`src/rtl/tets_pkg.sv`:
```
package tets_pkg;

  localparam int NUM_LISTS  = 32;
  localparam int LIST_DEPTH = 64;
  localparam int MAX_VALUES = 5;

  // Number of value fields carried on the ports.
  localparam int NUM_SLOTS  = 5;
  localparam int WORD_W     = 32;

  localparam int LIST_W  = (NUM_LISTS > 1) ? $clog2(NUM_LISTS) : 1;
  localparam int IDX_W   = (LIST_DEPTH > 1) ? $clog2(LIST_DEPTH) : 1;
  localparam int CNT_W   = $clog2(LIST_DEPTH + 1);
  localparam int ADDR_W  = LIST_W + IDX_W;
  localparam int MEM_DEPTH = 1 << ADDR_W;

  localparam logic [1:0] OP_APPEND = 2'd0;
  localparam logic [1:0] OP_CLEAR  = 2'd1;
  localparam logic [1:0] OP_QUERY  = 2'd2;

  localparam logic [2:0] TM_ANY      = 3'd0;
  localparam logic [2:0] TM_EQUAL    = 3'd1;
  localparam logic [2:0] TM_AT_AFTER = 3'd2;
  localparam logic [2:0] TM_AFTER    = 3'd3;
  localparam logic [2:0] TM_BEFORE   = 3'd4;
  localparam logic [2:0] TM_AT_BEFORE = 3'd5;

  localparam logic [1:0] DM_IGNORE = 2'd0;
  localparam logic [1:0] DM_EQUAL  = 2'd1;
  localparam logic [1:0] DM_DIFFER = 2'd2;

  localparam logic [2:0] ONE_VALUE  = 3'd1;
  localparam logic [2:0] WIDE_COUNT = 3'(MAX_VALUES);

  typedef struct packed {
    logic [1:0]                          operation;
    logic [4:0]                          list_id;
    logic signed [WORD_W-1:0]            time_value;
    logic [NUM_SLOTS-1:0][WORD_W-1:0]    values;
    logic [2:0]                          time_mode;
    logic [1:0]                          data_mode;
    logic                                search_backward;
  } item_t;

  typedef struct packed {
    logic                                found;
    logic [2:0]                          value_count;
    logic signed [WORD_W-1:0]            match_time;
    logic [NUM_SLOTS-1:0][WORD_W-1:0]    values;
    logic                                list_full;
  } result_t;

  typedef struct packed {
    logic load_item;
    logic append;
    logic clear;
    logic scan_start;
    logic scan_en;
    logic load_out;
  } cmd_t;

  typedef struct packed {
    logic is_query;
    logic is_append;
    logic is_clear;
    logic hit;
    logic scan_done;
  } sts_t;

endpackage

```
`src/rtl/tets_ctrl.sv`:
```
module tets_ctrl (
  input  logic           clk,
  input  logic           rst_n,
  input  logic           in_valid,
  output logic           in_ready,
  output logic           out_valid,
  input  logic           out_ready,
  input  tets_pkg::sts_t sts,
  output tets_pkg::cmd_t cmd
);
  import tets_pkg::*;

  typedef enum logic [1:0] {
    S_IDLE,
    S_EXEC,
    S_SCAN
  } state_t;

  state_t state_r;
  state_t state_nxt;
  logic   out_valid_r;
  logic   out_valid_nxt;

  always_comb begin
    cmd           = '0;
    state_nxt     = state_r;
    out_valid_nxt = out_valid_r && !out_ready;
    in_ready      = 1'b0;
    unique case (state_r)
      S_IDLE: begin
        in_ready = 1'b1;
        if (in_valid) begin
          cmd.load_item = 1'b1;
          state_nxt     = S_EXEC;
        end
      end
      S_EXEC: begin
        // The result register must be empty before work starts, so the
        // finished result can always be written when it is ready.
        if (!out_valid_r) begin
          if (sts.is_query) begin
            cmd.scan_start = 1'b1;
            state_nxt      = S_SCAN;
          end else begin
            cmd.append    = sts.is_append;
            cmd.clear     = sts.is_clear;
            cmd.load_out  = 1'b1;
            out_valid_nxt = 1'b1;
            state_nxt     = S_IDLE;
          end
        end
      end
      S_SCAN: begin
        cmd.scan_en = 1'b1;
        if (sts.hit || sts.scan_done) begin
          cmd.load_out  = 1'b1;
          out_valid_nxt = 1'b1;
          state_nxt     = S_IDLE;
        end
      end
      default: begin
        state_nxt = S_IDLE;
      end
    endcase
  end

  always_ff @(posedge clk) begin
    if (!rst_n) begin
      state_r     <= S_IDLE;
      out_valid_r <= 1'b0;
    end else begin
      state_r     <= state_nxt;
      out_valid_r <= out_valid_nxt;
    end
  end

  assign out_valid = out_valid_r;

endmodule
```
`config.mk`:
```
export PLATFORM = sky130hd
export DESIGN_NAME = tets_ctrl
export DESIGN_NICKNAME = d
export VERILOG_FILES = /design/src/rtl/tets_pkg.sv /design/src/rtl/tets_ctrl.sv
export SDC_FILE = /design/constraint.sdc
export NUM_CORES = 1
export LEC_CHECK = 0
export ABC_CLOCK_PERIOD_IN_PS = 1500
export BUFFER_PORTS_ARGS = -buffer_cell sky130_fd_sc_hd__buf_2
export CAP_MARGIN = 20
export CORE_AREA = 2 2 39 41
export DETAILED_ROUTE_END_ITERATION = 12
export DIE_AREA = 0 0 41 43
export SLEW_MARGIN = 40
export SYNTH_ARGS = -nofsm -noshare
export SYNTH_HDL_FRONTEND = slang
export SYNTH_SLANG_ARGS = --single-unit
```
`constraint.sdc`:
```
create_clock -name clk -period 1.5 [get_ports clk]
set_input_delay 0.3 -clock clk [delete_from_list [all_inputs] [get_ports clk]]
set_output_delay 0.3 -clock clk [all_outputs]
set_load 0.02 [all_outputs]
```
==> summary.md <==
| Metric | Value |
|---|---|
| Mapped cell area | `between 200 and 300 µm²` |
| Row cnt | `14` |
| Total Routed Length | `711 µm` |
| Pin count of the biggest net entering global routing | `6` |
| Leak Pwr | `~0.26 nW` |
| Slew Limit Headroom | `0.8208` |
| Seq pwr share | `0.214` |
| Die area | `0.001763 mm²` |
| Number of flops mapped to enable cells by yosys | `0` |
| Clock power share | `0.259` |
| Register area share after synthesis | `0.2202` |
| Worst EP required | `between 1000 and 1500 ps` |
| Worst slew pin tran | `~270 ps` |
| Core area | `around 0.0014 mm²` |
| Switching part of the total | `0.3507` |
| Placed cell areas | `between 300 and 400 µm²` |
| Main flop type after synthesis | `dfxtp_1` |
| Worst Setup End Kind | `primary output` |
| Final Hold Violating Endpoints | `0` |
| 1st-iter DRT viols | `6` |
| Clk pin slew, worst setup/hold paths | `about 40 ps` |
| Int Power | `approximately 0.00035 W` |
| Maxcap violations | `0` |
| Port-buffer cells | `16` |
| CP startpoint | `state_r[1]` |
| RD Place Congestion | `0.6542` |
| Area Growth Syn to Fin | `98.16%` |
| P_sw | `around 0.00019 W` |
| GRT Overall Usage | `0.09920` |
| FF-to-FF End | `state_r[1]` |
| Largest fanout on the critical path | `2` |
| Share of cells above drive strength 1 | `0.6552` |
| CTS tree | `done` |
| Final instance area | `approximately 540 µm²` |
| Worst R2R Path Depth | `6` |
| Initial antenna violation count | `0` |
| Hold_ws | `around 350 ps` |
| Hold_buf cts | `0` |
| Vias in the first global route | `304` |
| CTS root buf | `clkbuf_4` |
| Post-synth top area cell | `ha_1` |
| Cell count after synthesis | `32` |
| Worst-skew pair later-pin latency | `230 ps` |
| Share of the synthesized area in the top cell type | `0.2294` |
| Routed len/inst | `9.608 µm` |
| Hold Path Class | `in2reg` |
| Ant diodes | `0` |
| Pre-CTS setup slack | `between 20 and 30 ps` |
| Vias per cell | `4.311` |
| Clock buffer depth | `2` |
| Num CTS Buffers | `3` |
| Setup tns final | `-203.7 ps` |
| Post-route ant nets | `0` |
| Setup CP Type | `reg2out` |
| Ys async rst share | `0` |
| Mean Syn Cell Area | `8.524 µm²` |
| I/O pin cnt | `17` |
| Comb power frac | `0.526` |
| Grt total ovfl | `0` |
| RSZ-0062 raised after global routing | `true` |
| Slew Viols, Final | `0` |
| Die Wd | `approximately 41 µm` |
| Synth area leaders | `ha_1, dfxtp_1, o21a_1` |
| # placed instances | `between 60 and 70` |
| First-pass GRT wire length | `about 1.2 mm` |
| DRC viols | `0` |
| Worst Setup Start Kind | `flop` |
| Yosys reg bits | `3` |
| Via count | `roughly 320` |
| Outcome | `finished, violations left` |
| Final net count | `73` |
| Initial Util | `0.1971` |
| R2R Setup Slk | `approximately 40 ps` |
| Yosys cell types | `15` |
| Syn nets | `46` |
| Failing checks | `setup timing` |
| Die Span Y | `about 43 µm` |
| Max frequency | `between 600 and 700 MHz` |
| Worst r2r src | `state_r[1]` |
| Clock Sinks | `3` |
| Max Clock Skew | `about 2.2 ps` |
| Crit path to | `cmd[0]` |
| Setup violations, final | `3` |
| Pwr dens | `roughly 1000 mW/mm²` |
| Tcrit/Tclk final | `1.061` |
| Final WS setup | `-91.85 ps` |
| Fin crit period | `between 1500 and 2000 ps` |
| Finished Layout Cells | `74` |
| Peak supply drop | `0.0003063 V` |
| CTS H-Tree Depth | `1` |
| Hold Path Origin | `rst_n` |
| Syn. warnings | `0` |
| Worst EP arrival | `~1300 ps` |
| DP Wirelength | `roughly 500 µm` |
| Drt pass-1 iters | `4` |
-- cell usage after synthesis, drive strengths merged, types with 2 or more instances --
master  number
and2         3
inv          3
ha           5
nand2        3
nor2         2
dfxtp        3
mux2i        2
o21a         4
-- timing repair --
action	in CTS	in global routing
setup buffers	3	1
setup endpoints to repair	4	7
pin swaps	2	4
gates resized for setup	21	6
-- logic make-up (layout without fill, tap and decap cells) --
kind of cell / Yosys count / after routing / synth area share
AND/OR/NAND/NOR: 13 / 13 / 0.2707
AO/OA/AOI/OAI: 6 / 6 / 0.1651
adder cells (fa/ha/maj): 5 / 5 / 0.2294
flip-flops: 3 / 3 / 0.2202
buffers and inverters: 3 / 29 / 0.04128
multiplexers: 2 / 2 / 0.07340
-- registers in the layout, indices dropped and copies added, names as in the netlist --
| name | cells |
|---|---|
| state_r | 2 |
| out_valid | 1 |
-- per-stage QoR --
stage,power [W],util
final,0.0005384,0.3906
after global routing,0.0005862,0.3906
after global placement,0.0003004,0.2857
after CTS,0.0005267,0.3743
after floorplan,0.0002304,-
after detailed placement,0.0003011,0.2857
-- area by class of cell --
cell class                      count  area [µm²]
Clock buffer                        4       26.28
Fill cell                         140       843.3
Inverter                            3       16.27
Multi-Input combinational cell     26       260.3
Sequential cell                     3       65.06
Tap cell                           16       20.02
Timing Repair Buffer               22       152.6
-- worst min-delay path by stage --
| stage | endpoint | cells past startpoint |
|---|---|---|
| detailed placement | state_r[0] | 2 |
| global route | out_valid | 2 |
| floorplan | out_valid | 1 |
| global placement | state_r[0] | 2 |
| finish | out_valid | 2 |
| CTS | out_valid | 2 |
-- layout by cell type, fill, tap and decap left out, drive strengths merged --
master,instances
mux2i,2
ha,5
and3b,1
nand2,3
nand2b,1
nand3,1
inv,3
nor3b,1
a222oi,1
a21oi,1
dfxtp,3
o21a,4
clkbuf,4
buf,22
nor2,2
and2b,1
and2,3
-- power groups by stage --
stage	clock, W	sequential (W)	combinational (W)
floorplan	0	0.000104	0.000126
global placement	0	0.000102	0.000198
detailed placement	0	0.000103	0.000198
CTS	0.000150	0.000113	0.000264
global route	0.000157	0.000117	0.000312
finish	0.000140	0.000115	0.000283
-- worst max-delay path: stages (launching register included) --
cell     delay (ps)
dfxtp_2         320
buf_6           120
ha_4            150
and2b_2         180
o21a_1          170
buf_6           130
-- per-layer routing --
metal | up-vias | track usage | part of all wire
li1 | 161 | - | -
met1 | 149 | 0.1182 | 0.42
met2 | 9 | 0.1375 | 0.52
met3 | 0 | 0.03141 | 0.051
met4 | 0 | 0.08000 | 0
met5 | - | 0 | 0
(Power assumes the default switching activity.)
